File: src/rtl/core/tipd_pkg.sv
// ----------------------------------------------------------------------------
// Thumb predecoder package
// Word types, mnemonic codes and field constants shared by the predecoder.
// ----------------------------------------------------------------------------
package tipd_pkg;

    typedef struct packed {
        logic [15:0] halfword;
        logic        last;
    } instr_t;

    typedef struct packed {
        logic [31:0] address;
        logic        is_wide;
        logic [5:0]  mnemonic;
        logic [3:0]  cond;
        logic [3:0]  reg_a;
        logic [3:0]  reg_b;
        logic [3:0]  reg_c;
        logic [31:0] immediate;
        logic [31:0] target;
        logic        branch_flag;
        logic        is_call;
        logic [2:0]  ref_kind;
    } record_t;

    typedef struct packed {
        logic [31:0] address;
        logic        is_wide;
        logic [15:0] first;
        logic [15:0] second;
    } pair_t;

    localparam logic [5:0] MN_BL    = 6'd0;
    localparam logic [5:0] MN_BLX   = 6'd1;
    localparam logic [5:0] MN_MOVW  = 6'd2;
    localparam logic [5:0] MN_MOVT  = 6'd3;
    localparam logic [5:0] MN_LDR_W = 6'd4;
    localparam logic [5:0] MN_STR_W = 6'd5;
    localparam logic [5:0] MN_B_W   = 6'd6;
    localparam logic [5:0] MN_DCD_W = 6'd7;
    localparam logic [5:0] MN_LSLS  = 6'd8;
    localparam logic [5:0] MN_ADDS  = 6'd11;
    localparam logic [5:0] MN_SUBS  = 6'd12;
    localparam logic [5:0] MN_MOVS  = 6'd13;
    localparam logic [5:0] MN_CMP   = 6'd14;
    localparam logic [5:0] MN_LDR   = 6'd15;
    localparam logic [5:0] MN_STR   = 6'd16;
    localparam logic [5:0] MN_STRH  = 6'd17;
    localparam logic [5:0] MN_STRB  = 6'd18;
    localparam logic [5:0] MN_LDRSB = 6'd19;
    localparam logic [5:0] MN_LDRH  = 6'd20;
    localparam logic [5:0] MN_LDRB  = 6'd21;
    localparam logic [5:0] MN_LDRSH = 6'd22;
    localparam logic [5:0] MN_PUSH  = 6'd23;
    localparam logic [5:0] MN_POP   = 6'd24;
    localparam logic [5:0] MN_B     = 6'd25;
    localparam logic [5:0] MN_BX    = 6'd26;
    localparam logic [5:0] MN_ADD   = 6'd27;
    localparam logic [5:0] MN_MOV   = 6'd28;
    localparam logic [5:0] MN_SUB   = 6'd29;
    localparam logic [5:0] MN_SVC   = 6'd30;
    localparam logic [5:0] MN_NOP   = 6'd31;
    localparam logic [5:0] MN_DCW   = 6'd32;

    localparam logic [3:0] COND_ALWAYS = 4'd14;
    localparam logic [3:0] REG_SP      = 4'd13;
    localparam logic [3:0] REG_LR      = 4'd14;
    localparam logic [3:0] REG_PC      = 4'd15;

    localparam logic [2:0] KIND_NONE   = 3'd0;
    localparam logic [2:0] KIND_BRANCH = 3'd1;
    localparam logic [2:0] KIND_CALL   = 3'd2;
    localparam logic [2:0] KIND_DATA   = 3'd3;
    localparam logic [2:0] KIND_RETURN = 3'd4;

    localparam logic [4:0] PREFIX_MIN = 5'h1D;

endpackage

File: src/rtl/core/thumb_instruction_predecoder.sv
// ----------------------------------------------------------------------------
// Thumb instruction predecoder
// Turns a stream of Thumb halfwords into one decoded record per instruction.
// ----------------------------------------------------------------------------
// Halfwords are taken one per cycle whenever full is low. A narrow
// instruction's halfword is first written into the instruction queue, and
// the decoder then writes its record into the output register that drives
// the result ports. The first half of a wide instruction gives no record;
// the record follows its second half along the same path. The sustained
// rate is one halfword per cycle while results are popped, set by the
// single-entry decode stage; full rises only after the queue of
// QUEUE_DEPTH entries has filled behind a stalled result.
module thumb_instruction_predecoder #(
    parameter int QUEUE_DEPTH = 2
) (
    input  logic              clk,
    input  logic              rst_n,
    input  logic              base_address_we,
    input  logic [31:0]       base_address,
    input  logic              push,
    output logic              full,
    input  tipd_pkg::instr_t  instr,
    output logic              empty,
    input  logic              pop,
    output tipd_pkg::record_t record
);
    import tipd_pkg::*;

    logic [31:0] base_address_reg;
    logic        q_push;
    logic        q_full;
    logic        q_pop;
    logic        q_empty;
    pair_t       q_wr_data;
    pair_t       q_rd_data;

    always_ff @(posedge clk or negedge rst_n)
    begin
        if (!rst_n)
        begin
            base_address_reg <= '0;
        end
        else if (base_address_we)
        begin
            base_address_reg <= base_address;
        end
    end

    tipd_front u_front (
        .clk          (clk),
        .rst_n        (rst_n),
        .base_address (base_address_reg),
        .push         (push),
        .full         (full),
        .instr        (instr),
        .q_push       (q_push),
        .q_full       (q_full),
        .q_data       (q_wr_data)
    );

    tipd_queue #(
        .DEPTH (QUEUE_DEPTH)
    ) u_queue (
        .clk     (clk),
        .rst_n   (rst_n),
        .wr_en   (q_push),
        .wr_data (q_wr_data),
        .q_full  (q_full),
        .rd_en   (q_pop),
        .q_empty (q_empty),
        .rd_data (q_rd_data)
    );

    tipd_back u_back (
        .clk     (clk),
        .rst_n   (rst_n),
        .q_empty (q_empty),
        .q_pop   (q_pop),
        .q_data  (q_rd_data),
        .empty   (empty),
        .pop     (pop),
        .record  (record)
    );

endmodule

File: src/rtl/core/tipd_front.sv
// ----------------------------------------------------------------------------
// Thumb predecoder front end
// Accepts halfwords, pairs wide prefixes and tags each instruction with its
// address.
// ----------------------------------------------------------------------------
module tipd_front (
    input  logic             clk,
    input  logic             rst_n,
    input  logic [31:0]      base_address,
    input  logic             push,
    output logic             full,
    input  tipd_pkg::instr_t instr,
    output logic             q_push,
    input  logic             q_full,
    output tipd_pkg::pair_t  q_data
);
    import tipd_pkg::*;

    logic        held_valid_reg;
    logic        held_valid_next;
    logic [15:0] held_halfword_reg;
    logic [15:0] held_halfword_next;
    logic [31:0] byte_offset_reg;
    logic [31:0] byte_offset_next;
    logic        accept;
    logic        is_prefix;

    assign full      = q_full;
    assign accept    = push && !q_full;
    assign is_prefix = instr.halfword[15:11] >= PREFIX_MIN;

    assign q_data.address = base_address + byte_offset_reg;
    assign q_data.is_wide = held_valid_reg;
    assign q_data.first   = held_valid_reg ? held_halfword_reg : instr.halfword;
    assign q_data.second  = instr.halfword;
    assign q_push = accept && (held_valid_reg || !is_prefix || instr.last);

    always_comb
    begin
        held_valid_next    = held_valid_reg;
        held_halfword_next = held_halfword_reg;
        byte_offset_next   = byte_offset_reg;
        if (accept)
        begin
            if (held_valid_reg)
            begin
                held_valid_next  = 1'b0;
                byte_offset_next = byte_offset_reg + 32'd4;
            end
            else if (is_prefix && !instr.last)
            begin
                held_valid_next    = 1'b1;
                held_halfword_next = instr.halfword;
            end
            else
            begin
                byte_offset_next = byte_offset_reg + 32'd2;
            end
            if (instr.last)
            begin
                held_valid_next  = 1'b0;
                byte_offset_next = '0;
            end
        end
    end

    always_ff @(posedge clk or negedge rst_n)
    begin
        if (!rst_n)
        begin
            held_valid_reg    <= 1'b0;
            held_halfword_reg <= '0;
            byte_offset_reg   <= '0;
        end
        else
        begin
            held_valid_reg    <= held_valid_next;
            held_halfword_reg <= held_halfword_next;
            byte_offset_reg   <= byte_offset_next;
        end
    end

endmodule

File: src/rtl/core/tipd_queue.sv
// ----------------------------------------------------------------------------
// Thumb predecoder instruction queue
// Small first-in first-out buffer between the front end and the decoder.
// ----------------------------------------------------------------------------
module tipd_queue #(
    parameter int DEPTH = 2
) (
    input  logic            clk,
    input  logic            rst_n,
    input  logic            wr_en,
    input  tipd_pkg::pair_t wr_data,
    output logic            q_full,
    input  logic            rd_en,
    output logic            q_empty,
    output tipd_pkg::pair_t rd_data
);
    import tipd_pkg::*;

    localparam int AW = (DEPTH > 1) ? $clog2(DEPTH) : 1;
    localparam int CW = $clog2(DEPTH + 1);

    pair_t           entry_reg [DEPTH];
    logic [AW-1:0]   wr_ptr_reg;
    logic [AW-1:0]   wr_ptr_next;
    logic [AW-1:0]   rd_ptr_reg;
    logic [AW-1:0]   rd_ptr_next;
    logic [CW-1:0]   count_reg;
    logic [CW-1:0]   count_next;
    logic            do_wr;
    logic            do_rd;

    assign q_full  = count_reg == CW'(DEPTH);
    assign q_empty = count_reg == '0;
    assign do_wr   = wr_en && !q_full;
    assign do_rd   = rd_en && !q_empty;
    assign rd_data = entry_reg[rd_ptr_reg];

    always_comb
    begin
        wr_ptr_next = wr_ptr_reg;
        rd_ptr_next = rd_ptr_reg;
        count_next  = count_reg;
        if (do_wr)
        begin
            wr_ptr_next = (wr_ptr_reg == AW'(DEPTH - 1)) ? '0 : wr_ptr_reg + 1'b1;
        end
        if (do_rd)
        begin
            rd_ptr_next = (rd_ptr_reg == AW'(DEPTH - 1)) ? '0 : rd_ptr_reg + 1'b1;
        end
        if (do_wr && !do_rd)
        begin
            count_next = count_reg + 1'b1;
        end
        else if (do_rd && !do_wr)
        begin
            count_next = count_reg - 1'b1;
        end
    end

    always_ff @(posedge clk)
    begin
        if (do_wr)
        begin
            entry_reg[wr_ptr_reg] <= wr_data;
        end
    end

    always_ff @(posedge clk or negedge rst_n)
    begin
        if (!rst_n)
        begin
            wr_ptr_reg <= '0;
            rd_ptr_reg <= '0;
            count_reg  <= '0;
        end
        else
        begin
            wr_ptr_reg <= wr_ptr_next;
            rd_ptr_reg <= rd_ptr_next;
            count_reg  <= count_next;
        end
    end

endmodule

File: src/rtl/core/tipd_back.sv
// ----------------------------------------------------------------------------
// Thumb predecoder back end
// Decodes a queued instruction per unstalled cycle into the registered record.
// ----------------------------------------------------------------------------
module tipd_back (
    input  logic              clk,
    input  logic              rst_n,
    input  logic              q_empty,
    output logic              q_pop,
    input  tipd_pkg::pair_t   q_data,
    output logic              empty,
    input  logic              pop,
    output tipd_pkg::record_t record
);
    import tipd_pkg::*;

    logic        out_valid_reg;
    logic        out_valid_next;
    record_t     record_reg;
    record_t     dec;
    logic [15:0] h1;
    logic [15:0] h2;
    logic [15:0] h;
    logic [31:0] addr;
    logic [31:0] pc;
    logic [31:0] pc_aligned;
    logic        s;
    logic [31:0] off_bl;
    logic [31:0] off_bw;
    logic [31:0] off_bcond;
    logic [31:0] off_b;
    logic [31:0] lit_imm;

    assign h1         = q_data.first;
    assign h2         = q_data.second;
    assign h          = q_data.first;
    assign addr       = q_data.address;
    assign pc         = addr + 32'd4;
    assign pc_aligned = {pc[31:2], 2'b00};
    assign s          = h1[10];
    assign off_bl     = {{7{s}}, s, ~(h2[13] ^ s), ~(h2[11] ^ s), h1[9:0], h2[10:0], 1'b0};
    assign off_bw     = {{11{s}}, s, h2[11], h2[13], h1[5:0], h2[10:0], 1'b0};
    assign off_bcond  = {{23{h[7]}}, h[7:0], 1'b0};
    assign off_b      = {{20{h[10]}}, h[10:0], 1'b0};
    assign lit_imm    = {22'd0, h[7:0], 2'b00};

    always_comb
    begin
        dec           = '0;
        dec.address   = addr;
        dec.is_wide   = q_data.is_wide;
        dec.cond      = COND_ALWAYS;
        if (q_data.is_wide)
        begin
            if (h1[15:11] == 5'h1E && h2[15:14] == 2'b11)
            begin
                dec.mnemonic  = h2[12] ? MN_BL : MN_BLX;
                dec.immediate = off_bl;
                dec.target    = (h2[12] ? pc : pc_aligned) + off_bl;
                dec.is_call   = 1'b1;
                dec.ref_kind  = KIND_CALL;
            end
            else if ((h1 & 16'hFBF0) == 16'hF240 || (h1 & 16'hFBF0) == 16'hF2C0)
            begin
                dec.mnemonic  = ((h1 & 16'hFBF0) == 16'hF2C0) ? MN_MOVT : MN_MOVW;
                dec.reg_a     = h2[11:8];
                dec.immediate = {16'd0, h1[3:0], h1[10], h2[14:12], h2[7:0]};
            end
            else if (h1[15:4] == 12'hF8D || h1[15:4] == 12'hF8C)
            begin
                dec.mnemonic  = h1[4] ? MN_LDR_W : MN_STR_W;
                dec.reg_a     = h2[15:12];
                dec.reg_b     = h1[3:0];
                dec.immediate = {20'd0, h2[11:0]};
            end
            else if (h1[15:11] == 5'h1E && h2[15] && !h2[14] && !h2[12])
            begin
                dec.mnemonic    = MN_B_W;
                dec.cond        = h1[9:6];
                dec.immediate   = off_bw;
                dec.target      = pc + off_bw;
                dec.branch_flag = 1'b1;
                dec.ref_kind    = KIND_BRANCH;
            end
            else
            begin
                dec.mnemonic  = MN_DCD_W;
                dec.immediate = {h1, h2};
            end
        end
        else
        begin
            dec.mnemonic  = MN_DCW;
            dec.immediate = {16'd0, h};
            if (h[15:11] == 5'h03)
            begin
                dec.mnemonic = h[9] ? MN_SUBS : MN_ADDS;
                dec.reg_a    = {1'b0, h[2:0]};
                dec.reg_b    = {1'b0, h[5:3]};
                if (!h[10])
                begin
                    dec.reg_c     = {1'b0, h[8:6]};
                    dec.immediate = '0;
                end
                else
                begin
                    dec.immediate = {29'd0, h[8:6]};
                end
            end
            else if (h[15:13] == 3'd0)
            begin
                dec.mnemonic  = MN_LSLS + {4'd0, h[12:11]};
                dec.reg_a     = {1'b0, h[2:0]};
                dec.reg_b     = {1'b0, h[5:3]};
                dec.immediate = {27'd0, h[10:6]};
            end
            else if (h[15:13] == 3'd1)
            begin
                case (h[12:11])
                    2'd0:    dec.mnemonic = MN_MOVS;
                    2'd1:    dec.mnemonic = MN_CMP;
                    2'd2:    dec.mnemonic = MN_ADDS;
                    default: dec.mnemonic = MN_SUBS;
                endcase
                dec.reg_a     = {1'b0, h[10:8]};
                dec.immediate = {24'd0, h[7:0]};
            end
            else if (h[15:11] == 5'h09)
            begin
                dec.mnemonic  = MN_LDR;
                dec.reg_a     = {1'b0, h[10:8]};
                dec.reg_b     = REG_PC;
                dec.immediate = lit_imm;
                dec.target    = pc_aligned + lit_imm;
                dec.ref_kind  = KIND_DATA;
            end
            else if (h[15:12] == 4'h5)
            begin
                case (h[11:9])
                    3'd0:    dec.mnemonic = MN_STR;
                    3'd1:    dec.mnemonic = MN_STRH;
                    3'd2:    dec.mnemonic = MN_STRB;
                    3'd3:    dec.mnemonic = MN_LDRSB;
                    3'd4:    dec.mnemonic = MN_LDR;
                    3'd5:    dec.mnemonic = MN_LDRH;
                    3'd6:    dec.mnemonic = MN_LDRB;
                    default: dec.mnemonic = MN_LDRSH;
                endcase
                dec.reg_a     = {1'b0, h[2:0]};
                dec.reg_b     = {1'b0, h[5:3]};
                dec.reg_c     = {1'b0, h[8:6]};
                dec.immediate = '0;
            end
            else if (h[15:13] == 3'd3)
            begin
                if (h[12])
                begin
                    dec.mnemonic  = h[11] ? MN_LDRB : MN_STRB;
                    dec.immediate = {27'd0, h[10:6]};
                end
                else
                begin
                    dec.mnemonic  = h[11] ? MN_LDR : MN_STR;
                    dec.immediate = {25'd0, h[10:6], 2'b00};
                end
                dec.reg_a = {1'b0, h[2:0]};
                dec.reg_b = {1'b0, h[5:3]};
            end
            else if ((h & 16'hFE00) == 16'hB400)
            begin
                dec.mnemonic  = MN_PUSH;
                dec.immediate = {17'd0, h[8], 6'd0, h[7:0]};
            end
            else if ((h & 16'hFE00) == 16'hBC00)
            begin
                dec.mnemonic  = MN_POP;
                dec.immediate = {16'd0, h[8], 7'd0, h[7:0]};
                dec.ref_kind  = h[8] ? KIND_RETURN : KIND_NONE;
            end
            else if (h[15:12] == 4'hD && h[11:8] < 4'hE)
            begin
                dec.mnemonic    = MN_B;
                dec.cond        = h[11:8];
                dec.immediate   = off_bcond;
                dec.target      = pc + off_bcond;
                dec.branch_flag = 1'b1;
                dec.ref_kind    = KIND_BRANCH;
            end
            else if (h[15:11] == 5'h1C)
            begin
                dec.mnemonic    = MN_B;
                dec.immediate   = off_b;
                dec.target      = pc + off_b;
                dec.branch_flag = 1'b1;
                dec.ref_kind    = KIND_BRANCH;
            end
            else if (h[15:8] == 8'h47)
            begin
                dec.mnemonic  = h[7] ? MN_BLX : MN_BX;
                dec.reg_b     = h[6:3];
                dec.immediate = '0;
                dec.is_call   = h[7];
                dec.ref_kind  = (!h[7] && h[6:3] == REG_LR) ? KIND_RETURN : KIND_NONE;
            end
            else if (h[15:10] == 6'b010001)
            begin
                case (h[9:8])
                    2'd0:    dec.mnemonic = MN_ADD;
                    2'd1:    dec.mnemonic = MN_CMP;
                    default: dec.mnemonic = MN_MOV;
                endcase
                dec.reg_a     = {h[7], h[2:0]};
                dec.reg_b     = h[6:3];
                dec.immediate = '0;
            end
            else if (h[15:8] == 8'hB0)
            begin
                dec.mnemonic  = h[7] ? MN_SUB : MN_ADD;
                dec.reg_a     = REG_SP;
                dec.immediate = {23'd0, h[6:0], 2'b00};
            end
            else if (h[15:8] == 8'hDF)
            begin
                dec.mnemonic  = MN_SVC;
                dec.immediate = {24'd0, h[7:0]};
            end
            else if (h == 16'hBF00)
            begin
                dec.mnemonic  = MN_NOP;
                dec.immediate = '0;
            end
        end
    end

    assign q_pop  = !q_empty && (!out_valid_reg || pop);
    assign empty  = !out_valid_reg;
    assign record = record_reg;

    always_comb
    begin
        out_valid_next = out_valid_reg;
        if (q_pop)
        begin
            out_valid_next = 1'b1;
        end
        else if (pop)
        begin
            out_valid_next = 1'b0;
        end
    end

    always_ff @(posedge clk)
    begin
        if (q_pop)
        begin
            record_reg <= dec;
        end
    end

    always_ff @(posedge clk or negedge rst_n)
    begin
        if (!rst_n)
        begin
            out_valid_reg <= 1'b0;
        end
        else
        begin
            out_valid_reg <= out_valid_next;
        end
    end

    // A wide record only ever carries one of the 32-bit mnemonics.
    assert property (@(posedge clk) disable iff (!rst_n)
        (out_valid_reg && record_reg.is_wide) |-> (record_reg.mnemonic <= MN_DCD_W))
        else $error("wide record with a narrow mnemonic");

    // Branch records always point their reference at a branch target.
    assert property (@(posedge clk) disable iff (!rst_n)
        (out_valid_reg && record_reg.branch_flag) |-> (record_reg.ref_kind == KIND_BRANCH))
        else $error("branch record without branch reference");

    // A held result must not be overwritten while the consumer stalls.
    assert property (@(posedge clk) disable iff (!rst_n)
        (out_valid_reg && !pop) |=> (out_valid_reg && $stable(record_reg)))
        else $error("output record changed while stalled");

endmodule

File: config.mk
export PLATFORM = sky130hd
export DESIGN_NAME = thumb_instruction_predecoder
export DESIGN_NICKNAME = d
export VERILOG_FILES = /design/src/rtl/core/tipd_pkg.sv /design/src/rtl/core/thumb_instruction_predecoder.sv /design/src/rtl/core/tipd_front.sv /design/src/rtl/core/tipd_queue.sv /design/src/rtl/core/tipd_back.sv
export SDC_FILE = /design/constraint.sdc
export NUM_CORES = 1
export LEC_CHECK = 0
export ABC_CLOCK_PERIOD_IN_PS = 20900
export BUFFER_PORTS_ARGS = -buffer_cell sky130_fd_sc_hd__buf_2
export CAP_MARGIN = 10
export CORE_ASPECT_RATIO = 1.5
export CORE_UTILIZATION = 55
export CTS_CLUSTER_DIAMETER = 50
export DETAILED_ROUTE_END_ITERATION = 10
export PLACE_DENSITY = 0.74
export SETUP_SLACK_MARGIN = 0.05
export SKIP_CTS_REPAIR_TIMING = 1
export SLEW_MARGIN = 5
export SYNTH_ARGS = -nofsm -noshare
export SYNTH_HDL_FRONTEND = slang
export SYNTH_SLANG_ARGS = --single-unit
File: constraint.sdc
create_clock -name clk -period 20.9 [get_ports clk]
set_input_delay 3.135 -clock clk [delete_from_list [all_inputs] [get_ports clk]]
set_output_delay 3.135 -clock clk [all_outputs]
set_load 0.1 [all_outputs]
Word level (Yosys, flattened, before mapping)
Memory sizes are Yosys's and may differ from the RTL's. Cells that the tools add are included.

Memory bits (read-only): 0. Register bits after elaboration: 210. Bits in writable memories: 130. Output and inout bits: 126. Memories: 1. Bits in latches: 0.

Mux-type cells: 133. Add/sub/neg operators: 14. Eq/ne operators: 32. Bitwise logic cells: 5. Shifts and indexed selects: 0. Reductions and logical operators: 38. $lt $le $gt $ge: 2. $mul: 0. Div/mod/pow operators: 0.

Memories: u_queue.entry_reg (words 2, bits a word 65, read ports 1, clocked after Yosys merged registers in 0, write ports 1, line tipd_queue.sv:22) `pair_t entry_reg [DEPTH];`.

Operators by type and width (count): $mux W32 (17); $mux W37 (6); $add A32 B32 Y32 (5); $mux W33 (4); $mux W65 (2); $mux W64 (2); $mux W6 (19); $mux W4 (21); $mux W69 (1); $add A32 B3 Y32 const B (2); $mux W8 (8); $mux W12 (4); $mux W3 (16); $mux W44 (1); $pmux W5 S7 (1); $mux W34 (1); $add A32 B10 Y32 (1); $add A32 B2 Y32 const B (1); $mux W16 (2); $eq A12 B12 Y1 const B (2); $eq A11 B11 Y1 const B (2); $mux W1 (18); $mux W18 (1); $eq A16 B16 Y1 const B (1); 36 further kinds (86).

Logic depth before layout (Yosys ltp)
An unclocked memory read counts as a cell.

Word-level depth: 19. Gate-level depth with buffers: 31.

Modules after synthesis
A second synthesis with hierarchy kept.

Cell total of the unflattened synthesis: 2471. Area total of the unflattened synthesis: 24383.4 µm².

By module, submodules not included: tipd_back (sequential area each 3718.6 µm², cells each 1672, area an instance 13645.6 µm², instances 1); tipd_queue (sequential area each 4003.8 µm², cells each 221, area an instance 5048.6 µm², instances 1); tipd_front (sequential area each 1201.2 µm², cells each 510, area an instance 4344.2 µm², instances 1); thumb_instruction_predecoder (sequential area each 800.8 µm², cells each 68, area an instance 1345.0 µm², instances 1).

Worst setup path after synthesis
No wires, ideal clock.

Kind: input-to-reg. From: input instr[13] (netlist bit). To: memory u_queue.entry_reg[0][0] (netlist bit) (enable). Arrival: 6745 ps. Path slack: 13659 ps. Buffers on the path: 1. Stages: 4. Required time: 20404 ps. Cells stage by stage: o2111ai_1 > o211a_1 > clkbuf_1 > nor2b_1.

Word-level cells in the longest chain between the ends: 8.

Ends and longest elaborated chain: start, declared (line thumb_instruction_predecoder.sv:22) `input tipd_pkg::instr_t instr,`; $ge A5 B5 Y1 (line tipd_front.sv:30) `assign is_prefix = instr.halfword[15:11] >= PREFIX_MIN;`; $logic_not A1 Y1 (line tipd_front.sv:36) `assign q_push = accept && (held_valid_reg || !is_prefix || instr.last);`; $logic_or A1 B1 Y1 (2 in series) (line tipd_front.sv:36); $logic_and A1 B1 Y1 (line tipd_front.sv:36); $logic_and A1 B1 Y1 (line tipd_queue.sv:34) `assign do_wr = wr_en && !q_full;`; named net u_queue.do_wr (line tipd_queue.sv:29) `logic do_wr;`; $mux W1 (line tipd_queue.sv:63) `if (do_wr)`; $mux W1 (not written as such) (line tipd_queue.sv:65) `entry_reg[wr_ptr_reg] <= wr_data;`; end, declared (line tipd_queue.sv:22).

The timed path passes the listed nets, and every way through them passes these cells.

==> metrics.md <==
| Metric | Value |
|---|---|
| Die ar. | `43,400 um2` |
| Max Fclk | `143.5 MHz` |
| EDFF count, synth | `253` |
| Warnings from Yosys | `0` |
| Worst min path class | `register to register` |
| Nets | `2,662` |
| Post-DR wirelength/cell | `24.76 um` |
| Post-synthesis sequential area ratio | `41.55%` |
| Dpl ws | `13.99 ns` |
| Worst r2r src | `u_queue.rd_ptr_reg` |
| Worst-Skew Late Latency | `0.54 ns` |
| RSZ-0062 raised after global routing | `no` |
| Buffers on Ports | `178` |
| Skew final | `0.01606 ns` |
| P&R area growth vs syn | `10.69%` |
| Main synth FF type | `edfxtp_1` |
| Die W | `170.4 um` |
| Status | `finished, final reports clean` |
| Global-route usage over all layers | `34.97%` |
| Critical path origin | `u_queue.rd_ptr_reg` |
| Area leader, netlist | `edfxtp_1` |
| Grt total ovfl | `0` |
| H-tree levels | `2` |
| Starting Density | `55.71%` |
| Core area | `42,020 um2` |
| Dpl hpwl | `56.75 mm` |
| Initial antenna violation count | `0` |
| Antenna cell count | `0` |
| Top post-synthesis cells by count | `253 x edfxtp_1, 175 x a21oi_1, 174 x nand2_1, 170 x nor2_1, 134 x o21ai_0` |
| Final setup violation count | `0` |
| Yosys top cell area share | `32.46%` |
| DRC errors left | `0` |
| Share of layout cells above drive strength 1 | `17.27%` |
| CTS sink count | `338` |
| WL final | `75.90 mm` |
| DR vias | `20,032` |
| Most frequent cell after synthesis | `edfxtp_1` |
| Pre-antenna DRT Iters | `10` |
| Core Util, Final | `61.66%` |
| Post-DP Area | `24,800 um2` |
| Crit share post-route | `33.34%` |
| Cell Area, Synth | `23,410 um2` |
| Synth async-reset ratio | `25.15%` |
| Final Worst Setup Slack | `13.93 ns` |
| Worst-Margin Slew | `1.060 ns` |
| CTS Buffer Depth | `3` |
| Hold_sp | `base_address_reg[0]` |
| Arr. time, crit path | `7.24 ns` |
| Crit path launch type | `register` |
| Fin Setup TNS | `0 ns` |
| Die Span Y | `254.7 um` |
| Min Clock Period, post-route | `6.967 ns` |
| Cell count after synthesis | `2,325` |
| Placer Congestion | `1.009` |
| Max FFs per register | `130` |
| Avg Inst Size Synth | `10.07 um2` |
| Vias in the first global route | `19,323` |
| Iter 0 DRT Violations | `1,980` |
| Clk pin slew, worst setup/hold paths | `0.06 ns` |
| Req. time, crit path | `21.17 ns` |
| CTS tree | `built` |
| Max cap viols | `0` |
| IO Count | `180` |
| Slew headroom | `28.83%` |
| Seq cells post-synth | `338` |
| Clock tree root buffer cell | `clkbuf_16` |
| Syn_nets | `2,512` |
| Flop2flop setup slack | `13.93 ns` |
| Design area | `25,910 um2` |
| Largest net degree at the start of global routing | `78` |
| Crit-path max FO | `56` |
| Final Slew Violations | `0` |
| Distinct cells, synth | `106` |
| Worst Setup End Kind | `register` |
| Remaining antenna violation count | `0` |
| Crit Path Class | `register to register` |
| Drt via density | `6.536` |
| Std-Cell Rows | `92` |
| Endpoints failing hold | `0` |
| Total CTS buffers | `34` |
| First-pass GRT wire length | `114.0 mm` |
| Synth area leaders | `edfxtp_1 32%, dfrtp_1 9.1%, ha_1 6.9%` |
worst max-delay path: stages, from the launching register on:
cell      delay, ns
dfrtp_4        0.89
mux2i_1        0.43
inv_1          0.23
ha_1           0.24
nand4_1        0.15
a221oi_2       0.88
nand2_1        0.21
nor2_1         0.18
xnor2_1        0.29
ha_1           0.42
and3_1         0.29
and3_1         0.22
a32oi_1        0.20
o21a_1         0.23
a21oi_1        0.11
a211oi_1       0.65
o21ai_0        0.26
a221o_1        0.34
a222oi_1       0.30
o21ai_1        0.12
final timing paths:
kind | depth (start not counted) | endpoint
min | 0 | u_queue.entry_reg[1][33]
max reg2reg | 19 | u_back.record[33]
max in group asynchronous | 2 | u_queue.rd_ptr_reg
min reg2reg | 0 | u_queue.entry_reg[1][33]
max | 19 | u_back.record[33]
min in group asynchronous | 1 | u_front.byte_offset_reg[31]
layout make-up:
class | count | area [um2]
clock inverter | 9 | 113.9
multi-input combinational | 1794 | 12840
fill | 3426 | 16110
tap | 564 | 705.7
timing repair buffer | 217 | 1186
sequential | 338 | 9728
clock buffer | 53 | 993.5
inverter | 90 | 340.3
per-stage QoR:
step / std cells / hold WS (ns)
after global placement: 3003 / 0.4447
after CTS: 3065 / 0.4805
after detailed placement: 3003 / 0.4682
after floorplan: 2325 / 0.4285
final: 3065 / 0.4833
after global routing: 3065 / 0.5082
routing by layer:
metal,vias up,GRT usage (%),routed length [um]
met1,9681,45.39,30650
met4,0,15.68,3652
met3,211,6.145,6249
met5,-,0,0
li1,9135,-,-
met2,1005,57.01,35350
cell families (layout without fill, tap and decap cells):
group / count (synthesis) / after routing / synth area share [%]
mux: 134 / 134 / 6.318
other cells: 1 / 1 / 0.01602
buf+inv: 193 / 369 / 3.630
simple gates: 667 / 667 / 14.81
xor+xnor: 169 / 169 / 6.629
flops: 338 / 338 / 41.55
fa+ha+maj: 133 / 133 / 7.238
compound gates: 690 / 690 / 19.82
layout by cell type, fill, tap and decap left out, types with 25 or more instances in the layout:
| master | n |
|---|---|
| edfxtp_1 | 253 |
| buf_2 | 177 |
| a21oi_1 | 175 |
| nand2_1 | 174 |
| nor2_1 | 170 |
| o21ai_0 | 134 |
| ha_1 | 129 |
| mux2_2 | 87 |
| xnor2_1 | 87 |
| inv_1 | 84 |
| dfrtp_1 | 84 |
| xor2_1 | 74 |
| nand3_1 | 68 |
| nor3_1 | 46 |
| mux2i_1 | 44 |
| a21o_1 | 44 |
| buf_4 | 40 |
| o22ai_1 | 37 |
| nand4_1 | 36 |
| clkbuf_16 | 35 |
| o221ai_1 | 33 |
| and3_1 | 27 |
| o21a_1 | 27 |
| a211oi_1 | 25 |
Power is left out: the tool's default activity adds up to more than one toggle a clock period on the data nets, which glitch-free logic cannot reach.
